===== src/hw/rtl/pfrm_pkg.sv =====
// Shared types and constants of the PCM frame RMS and peak-to-peak meter.
package pfrm_pkg;

  // Configuration port.
  localparam int CFG_ADDR_W = 1;
  localparam int CFG_DATA_W = 16;
  localparam logic [CFG_ADDR_W-1:0] CFG_FRAME_LENGTH = 1'd0;
  localparam logic [CFG_ADDR_W-1:0] CFG_WINDOW_LEN   = 1'd1;
  localparam logic [CFG_DATA_W-1:0] RST_FRAME_LENGTH = 16'd1600;
  localparam logic [CFG_DATA_W-1:0] RST_WINDOW_LEN   = 16'd1024;

  // Payload widths.
  localparam int RAW_W    = 32;
  localparam int SAMPLE_W = 20;
  localparam int SCALED_W = 16;
  localparam int IDX_W    = 16;
  localparam int LEVEL_W  = 16;
  localparam int COUNT_W  = 32;
  localparam int SUM_W    = 47;
  localparam int ROOT_W   = 32;

  // Accumulator reset values.
  localparam logic [SAMPLE_W-1:0] MIN_RESET = 20'h7FFFF;
  localparam logic [SAMPLE_W-1:0] MAX_RESET = 20'h80000;

  // Back-end iteration counts: one quotient bit and one root bit per cycle.
  localparam int DIV_STEPS  = SUM_W;
  localparam int ROOT_STEPS = ROOT_W / 2;
  localparam int STEP_W     = $clog2(DIV_STEPS);

  typedef enum logic [2:0] {
    ST_IDLE,
    ST_DIV,
    ST_SQ_LOAD,
    ST_SQRT,
    ST_FIN
  } pfrm_state_t;

  // Commands from the controller to the datapath.
  typedef struct packed {
    logic accept;
    logic div_step;
    logic sq_load;
    logic sq_step;
    logic pend_load;
  } pfrm_cmd_t;

  // Status from the datapath to the controller.
  typedef struct packed {
    logic is_last;
    logic out_free;
  } pfrm_sts_t;

endpackage


===== src/hw/rtl/pfrm_if.sv =====
// Request channel interfaces for raw words in and meter results out.
interface pfrm_in_if;
  import pfrm_pkg::*;

  logic             valid;
  logic             ready;
  logic [RAW_W-1:0] raw_word;

  modport source (output valid, output raw_word, input ready);
  modport sink (input valid, input raw_word, output ready);
endinterface

interface pfrm_out_if;
  import pfrm_pkg::*;

  logic                       valid;
  logic                       ready;
  logic signed [SCALED_W-1:0] scaled_sample;
  logic [IDX_W-1:0]           sample_index;
  logic                       in_window;
  logic                       frame_done;
  logic [LEVEL_W-1:0]         rms_level;
  logic [LEVEL_W-1:0]         peak_to_peak;
  logic [COUNT_W-1:0]         frame_count;

  modport source (output valid, output scaled_sample, output sample_index, output in_window,
                  output frame_done, output rms_level, output peak_to_peak,
                  output frame_count, input ready);
  modport sink (input valid, input scaled_sample, input sample_index, input in_window,
                input frame_done, input rms_level, input peak_to_peak,
                input frame_count, output ready);
endinterface


===== src/hw/rtl/pfrm_ctrl.sv =====
// Controller state machine: request acceptance and sequencing of divide and root.
module pfrm_ctrl (
  input  logic                clk,
  input  logic                rst_n,
  input  logic                in_valid,
  output logic                in_ready,
  input  pfrm_pkg::pfrm_sts_t sts,
  output pfrm_pkg::pfrm_cmd_t cmd
);
  import pfrm_pkg::*;

  pfrm_state_t       state_r;
  pfrm_state_t       state_nxt;
  logic [STEP_W-1:0] step_r;
  logic [STEP_W-1:0] step_nxt;

  // State and step counter registers.
  always_ff @(posedge clk) begin
    if (!rst_n) begin
      state_r <= ST_IDLE;
      step_r  <= '0;
    end else begin
      state_r <= state_nxt;
      step_r  <= step_nxt;
    end
  end

  // Next state and step count.
  always_comb begin
    state_nxt = state_r;
    step_nxt  = step_r;
    case (state_r)
      ST_IDLE: begin
        if (in_valid && sts.out_free && sts.is_last) begin
          state_nxt = ST_DIV;
          step_nxt  = STEP_W'(DIV_STEPS - 1);
        end
      end
      ST_DIV: begin
        step_nxt = step_r - 1'b1;
        if (step_r == '0) begin
          state_nxt = ST_SQ_LOAD;
        end
      end
      ST_SQ_LOAD: begin
        state_nxt = ST_SQRT;
        step_nxt  = STEP_W'(ROOT_STEPS - 1);
      end
      ST_SQRT: begin
        step_nxt = step_r - 1'b1;
        if (step_r == '0) begin
          state_nxt = ST_FIN;
        end
      end
      ST_FIN: begin
        if (sts.out_free) begin
          state_nxt = ST_IDLE;
        end
      end
      default: begin
        state_nxt = ST_IDLE;
      end
    endcase
  end

  // Commands decoded from the current state.
  always_comb begin
    in_ready      = 1'b0;
    cmd           = '0;
    case (state_r)
      ST_IDLE: begin
        in_ready   = sts.out_free;
        cmd.accept = in_valid && sts.out_free;
      end
      ST_DIV: begin
        cmd.div_step = 1'b1;
      end
      ST_SQ_LOAD: begin
        cmd.sq_load = 1'b1;
      end
      ST_SQRT: begin
        cmd.sq_step = 1'b1;
      end
      ST_FIN: begin
        cmd.pend_load = sts.out_free;
      end
      default: begin
        in_ready = 1'b0;
      end
    endcase
  end

  // A frame's last sample always starts the divider.
  a_last_starts_div: assert property (@(posedge clk) disable iff (!rst_n)
    cmd.accept && sts.is_last |=> state_r == ST_DIV)
    else $error("last sample did not start the divider");

  // The divider runs its full count before the root is loaded.
  a_div_to_root: assert property (@(posedge clk) disable iff (!rst_n)
    state_r == ST_DIV && step_r == '0 |=> state_r == ST_SQ_LOAD)
    else $error("divider did not hand over to the root unit");

  // The root is only loaded straight out of the divider.
  a_root_after_div: assert property (@(posedge clk) disable iff (!rst_n)
    state_r == ST_SQ_LOAD |-> $past(state_r) == ST_DIV)
    else $error("root loaded without a finished division");

endmodule


===== src/hw/rtl/pfrm_dp.sv =====
// Datapath: sample scaling, frame accumulators, divider, root unit and result register.
module pfrm_dp (
  input  logic                                 clk,
  input  logic                                 rst_n,
  input  pfrm_pkg::pfrm_cmd_t                  cmd,
  output pfrm_pkg::pfrm_sts_t                  sts,
  input  logic [pfrm_pkg::RAW_W-1:0]           raw_word,
  input  logic                                 cfg_we,
  input  logic [pfrm_pkg::CFG_ADDR_W-1:0]      cfg_addr,
  input  logic [pfrm_pkg::CFG_DATA_W-1:0]      cfg_wdata,
  input  logic                                 out_ready,
  output logic                                 out_valid,
  output logic signed [pfrm_pkg::SCALED_W-1:0] out_scaled_sample,
  output logic [pfrm_pkg::IDX_W-1:0]           out_sample_index,
  output logic                                 out_in_window,
  output logic                                 out_frame_done,
  output logic [pfrm_pkg::LEVEL_W-1:0]         out_rms_level,
  output logic [pfrm_pkg::LEVEL_W-1:0]         out_peak_to_peak,
  output logic [pfrm_pkg::COUNT_W-1:0]         out_frame_count
);
  import pfrm_pkg::*;

  // Configuration registers.
  logic [CFG_DATA_W-1:0] frame_len_r;
  logic [CFG_DATA_W-1:0] wave_pts_r;

  // Frame accumulators and held levels.
  logic [IDX_W-1:0]           cnt_r;
  logic signed [SAMPLE_W-1:0] min_r;
  logic signed [SAMPLE_W-1:0] max_r;
  logic [SUM_W-1:0]           sum_r;
  logic [LEVEL_W-1:0]         last_rms_r;
  logic [LEVEL_W-1:0]         last_peak_r;
  logic [COUNT_W-1:0]         frames_r;

  // Result fields of a frame's last sample, held while the back end runs.
  logic signed [SCALED_W-1:0] pend_scaled_r;
  logic [IDX_W-1:0]           pend_idx_r;
  logic                       pend_win_r;

  // Divider and root unit.
  logic [SUM_W-1:0]      dvd_r;
  logic [IDX_W-1:0]      rem_r;
  logic [IDX_W-1:0]      dsr_r;
  logic [ROOT_W-1:0]     v_r;
  logic [ROOT_W-1:0]     g_r;
  logic [ROOT_W-1:0]     bit_r;

  // Result register.
  logic                       out_valid_r;
  logic signed [SCALED_W-1:0] out_scaled_r;
  logic [IDX_W-1:0]           out_idx_r;
  logic                       out_win_r;
  logic                       out_done_r;
  logic [LEVEL_W-1:0]         out_rms_r;
  logic [LEVEL_W-1:0]         out_peak_r;
  logic [COUNT_W-1:0]         out_count_r;

  // Per-sample combinational values.
  logic signed [SAMPLE_W-1:0]   ext;
  logic signed [SCALED_W-1:0]   scaled;
  logic signed [2*SCALED_W-1:0] square;
  logic [SUM_W-1:0]             sum_add;
  logic [IDX_W-1:0]             len;
  logic                         is_last;
  logic                         win;
  logic signed [SAMPLE_W-1:0]   min_new;
  logic signed [SAMPLE_W-1:0]   max_new;
  logic [SAMPLE_W:0]            span;
  logic [IDX_W:0]               rem_sh;
  logic                         q_bit;
  logic [IDX_W-1:0]             rem_nxt;
  logic [ROOT_W-1:0]            trial;
  logic                         root_fit;

  // Sample scaling, square and frame bookkeeping.
  always_comb begin
    ext      = signed'(raw_word[SAMPLE_W-1:0]);
    scaled   = ext[SAMPLE_W-1:SAMPLE_W-SCALED_W];
    square   = scaled * scaled;
    sum_add  = sum_r + SUM_W'(square[2*SCALED_W-2:0]);
    len      = (frame_len_r == '0) ? IDX_W'(1) : frame_len_r;
    is_last  = cnt_r >= (len - 1'b1);
    win      = cnt_r < wave_pts_r;
    min_new  = (ext < min_r) ? ext : min_r;
    max_new  = (ext > max_r) ? ext : max_r;
    span     = {max_new[SAMPLE_W-1], max_new} - {min_new[SAMPLE_W-1], min_new};
  end

  // One restoring division step and one root step.
  always_comb begin
    rem_sh   = {rem_r, dvd_r[SUM_W-1]};
    q_bit    = rem_sh >= {1'b0, dsr_r};
    rem_nxt  = q_bit ? IDX_W'(rem_sh - {1'b0, dsr_r}) : rem_sh[IDX_W-1:0];
    trial    = g_r + bit_r;
    root_fit = v_r >= trial;
  end

  assign sts.is_last  = is_last;
  assign sts.out_free = !out_valid_r || out_ready;

  // Configuration writes; an unknown index is ignored.
  always_ff @(posedge clk) begin
    if (!rst_n) begin
      frame_len_r <= RST_FRAME_LENGTH;
      wave_pts_r  <= RST_WINDOW_LEN;
    end else if (cfg_we) begin
      case (cfg_addr)
        CFG_FRAME_LENGTH: frame_len_r <= cfg_wdata;
        CFG_WINDOW_LEN:   wave_pts_r  <= cfg_wdata;
        default:          frame_len_r <= frame_len_r;
      endcase
    end
  end

  // Frame accumulators, held levels and frame counter.
  always_ff @(posedge clk) begin
    if (!rst_n) begin
      cnt_r       <= '0;
      min_r       <= MIN_RESET;
      max_r       <= MAX_RESET;
      sum_r       <= '0;
      last_rms_r  <= '0;
      last_peak_r <= '0;
      frames_r    <= '0;
    end else begin
      if (cmd.accept) begin
        if (is_last) begin
          cnt_r       <= '0;
          min_r       <= MIN_RESET;
          max_r       <= MAX_RESET;
          sum_r       <= '0;
          last_peak_r <= span[SAMPLE_W-1:SAMPLE_W-LEVEL_W];
          frames_r    <= frames_r + 1'b1;
        end else begin
          cnt_r <= cnt_r + 1'b1;
          min_r <= min_new;
          max_r <= max_new;
          sum_r <= sum_add;
        end
      end
      if (cmd.pend_load) begin
        last_rms_r <= g_r[LEVEL_W-1:0];
      end
    end
  end

  // Pending fields, divider and root unit registers.
  always_ff @(posedge clk) begin
    if (cmd.accept && is_last) begin
      pend_scaled_r <= scaled;
      pend_idx_r    <= cnt_r;
      pend_win_r    <= win;
      dvd_r         <= sum_add;
      rem_r         <= '0;
      dsr_r         <= len;
    end
    if (cmd.div_step) begin
      dvd_r <= {dvd_r[SUM_W-2:0], q_bit};
      rem_r <= rem_nxt;
    end
    // Mean saturates at 32 bits before the root.
    if (cmd.sq_load) begin
      v_r   <= (|dvd_r[SUM_W-1:ROOT_W]) ? '1 : dvd_r[ROOT_W-1:0];
      g_r   <= '0;
      bit_r <= {2'b01, {(ROOT_W-2){1'b0}}};
    end
    if (cmd.sq_step) begin
      if (root_fit) begin
        v_r <= v_r - trial;
        g_r <= (g_r >> 1) + bit_r;
      end else begin
        g_r <= g_r >> 1;
      end
      bit_r <= bit_r >> 2;
    end
  end

  // Result valid flag.
  always_ff @(posedge clk) begin
    if (!rst_n) begin
      out_valid_r <= 1'b0;
    end else if ((cmd.accept && !is_last) || cmd.pend_load) begin
      out_valid_r <= 1'b1;
    end else if (out_ready) begin
      out_valid_r <= 1'b0;
    end
  end

  // Result payload: straight from the sample, or from the back end at frame end.
  always_ff @(posedge clk) begin
    if (cmd.accept && !is_last) begin
      out_scaled_r <= scaled;
      out_idx_r    <= cnt_r;
      out_win_r    <= win;
      out_done_r   <= 1'b0;
      out_rms_r    <= last_rms_r;
      out_peak_r   <= last_peak_r;
      out_count_r  <= frames_r;
    end else if (cmd.pend_load) begin
      out_scaled_r <= pend_scaled_r;
      out_idx_r    <= pend_idx_r;
      out_win_r    <= pend_win_r;
      out_done_r   <= 1'b1;
      out_rms_r    <= g_r[LEVEL_W-1:0];
      out_peak_r   <= last_peak_r;
      out_count_r  <= frames_r;
    end
  end

  assign out_valid         = out_valid_r;
  assign out_scaled_sample = out_scaled_r;
  assign out_sample_index  = out_idx_r;
  assign out_in_window     = out_win_r;
  assign out_frame_done    = out_done_r;
  assign out_rms_level     = out_rms_r;
  assign out_peak_to_peak  = out_peak_r;
  assign out_frame_count   = out_count_r;

  // Each completed frame advances the counter by exactly one.
  a_frame_count: assert property (@(posedge clk) disable iff (!rst_n)
    cmd.accept && is_last |=> frames_r == $past(frames_r) + 1'b1)
    else $error("frame counter did not advance on a frame end");

  // The sample index restarts after a frame end.
  a_index_restart: assert property (@(posedge clk) disable iff (!rst_n)
    cmd.accept && is_last |=> cnt_r == '0)
    else $error("sample index not cleared after frame end");

  // The partial remainder stays below the divisor throughout the division.
  a_rem_bound: assert property (@(posedge clk) disable iff (!rst_n)
    cmd.div_step |-> rem_r < dsr_r)
    else $error("divider remainder out of range");

endmodule


===== src/hw/rtl/pcm_frame_rms_peak_meter.sv =====
// A sample that does not end a frame has its result registered in the cycle after accept.
// A frame's last sample has its result after the divider steps, a root load, the root steps,
// the final load, which waits for a free result register, and the result register.
// Throughput: one request per cycle within a frame while the result register is free; after
// a frame's last request the divider and root unit block new requests until its result loads.
// Reset (rst_n, synchronous, active low) restores frame length 1600 and window length 1024,
// clears the accumulators, held levels and frame counter, and empties the result register.
module pcm_frame_rms_peak_meter (
  input  logic                            clk,
  input  logic                            rst_n,
  pfrm_in_if.sink                         in_ch,
  pfrm_out_if.source                      out_ch,
  input  logic                            cfg_we,
  input  logic [pfrm_pkg::CFG_ADDR_W-1:0] cfg_addr,
  input  logic [pfrm_pkg::CFG_DATA_W-1:0] cfg_wdata
);
  import pfrm_pkg::*;

  pfrm_cmd_t cmd;
  pfrm_sts_t sts;
  logic      in_ready;

  // Sequencing of acceptance and the back-end computation.
  pfrm_ctrl u_ctrl (
    .clk      (clk),
    .rst_n    (rst_n),
    .in_valid (in_ch.valid),
    .in_ready (in_ready),
    .sts      (sts),
    .cmd      (cmd)
  );

  assign in_ch.ready = in_ready;

  // Arithmetic, accumulators and result register.
  pfrm_dp u_dp (
    .clk               (clk),
    .rst_n             (rst_n),
    .cmd               (cmd),
    .sts               (sts),
    .raw_word          (in_ch.raw_word),
    .cfg_we            (cfg_we),
    .cfg_addr          (cfg_addr),
    .cfg_wdata         (cfg_wdata),
    .out_ready         (out_ch.ready),
    .out_valid         (out_ch.valid),
    .out_scaled_sample (out_ch.scaled_sample),
    .out_sample_index  (out_ch.sample_index),
    .out_in_window     (out_ch.in_window),
    .out_frame_done    (out_ch.frame_done),
    .out_rms_level     (out_ch.rms_level),
    .out_peak_to_peak  (out_ch.peak_to_peak),
    .out_frame_count   (out_ch.frame_count)
  );

endmodule

===== src/flat_wrapper.sv =====
// flat-port wrapper written by rule: the top's interface ports become plain ports
module pcm_frame_rms_peak_meter_flat import pfrm_pkg::*;
  (clk, rst_n, cfg_we, cfg_addr, cfg_wdata, in_ch_valid, in_ch_raw_word, in_ch_ready, out_ch_valid, out_ch_scaled_sample, out_ch_sample_index, out_ch_in_window, out_ch_frame_done, out_ch_rms_level, out_ch_peak_to_peak, out_ch_frame_count, out_ch_ready);
  pfrm_in_if in_ch_i ();
  pfrm_out_if out_ch_i ();
  input  logic clk;
  input  logic rst_n;
  input  logic cfg_we;
  input  logic [pfrm_pkg::CFG_ADDR_W-1:0] cfg_addr;
  input  logic [pfrm_pkg::CFG_DATA_W-1:0] cfg_wdata;
  input wire logic [$bits(in_ch_i.valid)-1:0] in_ch_valid;
  input wire logic [$bits(in_ch_i.raw_word)-1:0] in_ch_raw_word;
  output wire logic [$bits(in_ch_i.ready)-1:0] in_ch_ready;
  output wire logic [$bits(out_ch_i.valid)-1:0] out_ch_valid;
  output wire logic [$bits(out_ch_i.scaled_sample)-1:0] out_ch_scaled_sample;
  output wire logic [$bits(out_ch_i.sample_index)-1:0] out_ch_sample_index;
  output wire logic [$bits(out_ch_i.in_window)-1:0] out_ch_in_window;
  output wire logic [$bits(out_ch_i.frame_done)-1:0] out_ch_frame_done;
  output wire logic [$bits(out_ch_i.rms_level)-1:0] out_ch_rms_level;
  output wire logic [$bits(out_ch_i.peak_to_peak)-1:0] out_ch_peak_to_peak;
  output wire logic [$bits(out_ch_i.frame_count)-1:0] out_ch_frame_count;
  input wire logic [$bits(out_ch_i.ready)-1:0] out_ch_ready;
  assign in_ch_i.valid = in_ch_valid;
  assign in_ch_i.raw_word = in_ch_raw_word;
  assign in_ch_ready = in_ch_i.ready;
  assign out_ch_valid = out_ch_i.valid;
  assign out_ch_scaled_sample = out_ch_i.scaled_sample;
  assign out_ch_sample_index = out_ch_i.sample_index;
  assign out_ch_in_window = out_ch_i.in_window;
  assign out_ch_frame_done = out_ch_i.frame_done;
  assign out_ch_rms_level = out_ch_i.rms_level;
  assign out_ch_peak_to_peak = out_ch_i.peak_to_peak;
  assign out_ch_frame_count = out_ch_i.frame_count;
  assign out_ch_i.ready = out_ch_ready;
  pcm_frame_rms_peak_meter u_core (.clk(clk), .rst_n(rst_n), .in_ch(in_ch_i), .out_ch(out_ch_i), .cfg_we(cfg_we), .cfg_addr(cfg_addr), .cfg_wdata(cfg_wdata));
endmodule

===== config.mk =====
export PLATFORM = sky130hd
export DESIGN_NAME = pcm_frame_rms_peak_meter_flat
export DESIGN_NICKNAME = d
export VERILOG_FILES = /design/src/hw/rtl/pfrm_pkg.sv /design/src/hw/rtl/pfrm_if.sv /design/src/hw/rtl/pfrm_ctrl.sv /design/src/hw/rtl/pfrm_dp.sv /design/src/hw/rtl/pcm_frame_rms_peak_meter.sv /design/src/flat_wrapper.sv
export SDC_FILE = /design/constraint.sdc
export NUM_CORES = 2
export LEC_CHECK = 0
export ABC_AREA = 0
export BUFFER_PORTS_ARGS = -buffer_cell sky130_fd_sc_hd__buf_2
export CAP_MARGIN = 10
export CORE_ASPECT_RATIO = 0.5
export CORE_UTILIZATION = 69
export CTS_CLUSTER_SIZE = 40
export DETAILED_ROUTE_END_ITERATION = 12
export GPL_TIMING_DRIVEN = 0
export PLACE_DENSITY = 0.88
export REMOVE_ABC_BUFFERS = 1
export SYNTH_ARGS = -nofsm -noshare
export SYNTH_HDL_FRONTEND = slang
export SYNTH_SLANG_ARGS = --single-unit

===== constraint.sdc =====
create_clock -name clk -period 23.9 [get_ports clk]
set_input_delay 4.78 -clock clk [delete_from_list [all_inputs] [get_ports clk]]
set_output_delay 4.78 -clock clk [all_outputs]
set_load 0.005 [all_outputs]

==> results.ini <==
[global_routing]
total_gr_overflow = 0
grt_use_total = 0.334
number_of_antenna_violations_at_the_first_check_in_global_routing = 2
grt_max_degree = 117
grt_pass1_wl_um = 145000
number_of_global_route_vias_before_repair = 29100

[clocking]
clk_slew_on_worst_s_h_paths_ps = 70
clock_buffers_created_by_tritoncts = 45
cts_tree = done
clk_path_buf_depth = 3
cts.sinks = 499
cts.htree.levels = 2
postCtsHoldBufs = 0
cts_post_setup_buffers_inserted = 0
clock-root-buffer = clkbuf_16
worst_skew_late_latency_ps = 610
count_of_instances_resized_after_the_clock_tree_is_built = 0

[yosys]
synth_cells = 4015
synth_async_sr_flop_share = 0
synthFlopType = edfxtp_1
synth_simple_gate_area_share = 0.157
synth_sequential_area_ratio = 0.342
synth_compound_gate_area_share = 0.143
synth_edf_count = 256
synth_cell_types = 91
synth.ff_latch_count = 499
yosys.area_share.adder = 0.226
yosys_warnings = 0
main_combinational_cell_family_by_area_after_synthesis = adder cells
synth_xor_area_frac = 0.0578
post_synth.cell_area_avg_um2 = 9.14
synth_mux_area_frac = 0.0101
mappedNetlistArea_mm2 = 0.0367

[worst_setup_path]
r2r_start = u_core.u_dp.frame_len_r[4]
critPathMostFrequentCell = fa_1
critical_path_arrival_ps = 13770
critical_path.max_stage_delay_ps = 720
worstSetupStartpointType = input pin
r2r-end = u_core.u_ctrl.step_r[4]
critPathCaptureType = register
number_of_cells_on_the_worst_reg_to_reg_path = 20
timing.critical_path.required_ps = 24250
reg2reg_setup_slack_ps = 16810
cp_slowest_cell = clkinv_1
path_class = in2reg
crit_path_max_fanout = 25

[routing]
first_pass_iters = 12
routed_wire_length_per_instance_um = 18.9
detailroute.via_count = 29600
detailedRoute.firstIterationViolations = 2620
route.detailed.drc = 4
route.antenna.remaining_nets = 0
ratio_of_routed_vias_to_standard_cells = 6.17
route.final.wire_length_um = 90600

[run_status]
violations = design-rule violations
outcome = finished, violations left

[hold_path]
hold_path.startpoint = u_core.u_dp.last_peak_r[13]
worst_hold_path.endpoint = u_core.u_dp.out_peak_to_peak[13]
hold-path-cell-count = 0
hold_path.class = reg2reg

[timing]
final_max_slew_viol_count = 0
finalHoldViolations = 0
worst-slew-pin-transition_ps = 1290
layout_worst_path_cycle_share = 0.562
fin_setup_tns_ps = 0
setup-violations-final = 0
finClkSkew_ps = 14.9
max-slew-margin-rel = 0.138
timing.fmax_mhz = 74.5
final_period_minus_worst_setup_slack_ps = 13420
setup_repair_after_global_routing_missed_its_margin = no

[floorplan]
placeableCoreArea_mm2 = 0.0523
number_of_placement_rows = 59
die_outline_height_um = 165
die-width_um = 328
floorplan.initialDensity = 0.702
io-pin-count = 154
fp.dieArea_mm2 = 0.0541

[placement]
numPortBuffers = 141
dpl.hpwl_um = 63900
finalWeightedCongestion = 0.922

[finish]
final.fill_count = 3353
share_of_post_route_cells_with_drive_strength_above_1 = 0.0761
area_delta_synth_final_pct = 8.20
finalNetCount = 4633

[run]
drv_cap = 0

[layer usage]
metal	vias to the layer above	GRT usage	wire length (µm)
li1	13700	-	-
met1	14200	0.431	36700
met2	1393	0.567	43300
met3	269	0.0584	7820
met4	0	0.123	2740
met5	-	0	0
[kinds of logic after synthesis]
logic type,after synthesis
flops,499
xor+xnor,242
compound gates,806
simple gates,1286
mux,35
buf+inv,621
fa+ha+maj,526
[placed cells by master (no fill, tap or decap), types with 65 or more instances in the layout]
master	instances
nand3_1	65
a21oi_1	236
xor2_1	98
xnor2_1	144
nand2_1	564
buf_2	141
a21o_1	71
ha_1	297
inv_1	449
edfxtp_1	256
fa_1	229
dfxtp_1	243
nor2_1	323
o21ai_0	178
[registers in the layout, indices dropped and copies added, names as in the netlist, 20 cells and up]
signal / count
u_core.u_dp.min_r: 20
u_core.u_dp.g_r: 32
u_core.u_dp.dvd_r: 47
u_core.u_dp.sum_r: 47
u_core.u_dp.out_frame_count: 32
u_core.u_dp.max_r: 20
u_core.u_dp.frames_r: 32
u_core.u_dp.v_r: 32
[synthesized netlist by cell type, types with 71 or more instances]
cell / count / area share
nand2_1: 567 / 0.058
inv_1: 450 / 0.046
nor2_1: 325 / 0.033
ha_1: 297 / 0.10
edfxtp_1: 256 / 0.21
dfxtp_1: 243 / 0.13
a21oi_1: 237 / 0.032
fa_1: 229 / 0.12
o21ai_0: 179 / 0.024
xnor2_1: 144 / 0.034
clkbuf_1: 143 / 0.015
xor2_1: 98 / 0.023
a21o_1: 71 / 0.015
[worst max path at each step]
stage                             from                                end  depth (start not counted)
finish              in_ch_raw_word[19]              u_core.u_dp.dvd_r[46]                         32
floorplan            in_ch_raw_word[5]              u_core.u_dp.dvd_r[38]                         32
global placement          out_ch_ready  u_core.u_dp.out_scaled_sample[15]                          7
detailed placement  in_ch_raw_word[19]              u_core.u_dp.dvd_r[38]                         32
CTS                 in_ch_raw_word[19]              u_core.u_dp.dvd_r[46]                         32
global route        in_ch_raw_word[19]              u_core.u_dp.dvd_r[38]                         32
[per-stage QoR]
stage | setup WS (ps) | area [µm²] | util | std cells | hold slack [ps]
floorplan | 11540 | 36000 | - | 3849 | 408
global placement | 6630 | 37600 | 0.720 | 4691 | 418
detailed placement | 10010 | 38100 | 0.728 | 4706 | 414
CTS | 10590 | 39700 | 0.759 | 4789 | 430
global route | 10020 | 39700 | 0.759 | 4791 | 435
finish | 10480 | 39700 | 0.759 | 4791 | 433
[final cells by class]
type,count,area [µm²],area share
flip-flops and latches,499,12600,0.316
clock inverters,25,344,0.00867
well taps,701,877,0.0221
inverters,455,1720,0.0432
multi-input cells,2895,21900,0.551
repair buffers,157,1060,0.0268
clock buffers,58,1270,0.0320
diodes,1,2.50,0.0000630
[worst max-delay path: cells and delay by family]
| kind | cells | cell delay [ps] |
|---|---|---|
| AO/OA/AOI/OAI | 12 | 2790 |
| AND/OR/NAND/NOR | 3 | 750 |
| XOR/XNOR | 3 | 460 |
| buffers and inverters | 6 | 1380 |
| adder cells (fa/ha/maj) | 8 | 3580 |
Power is not shown: default switching activity piles up to over one toggle a cycle in this logic, so the estimate is an artifact.
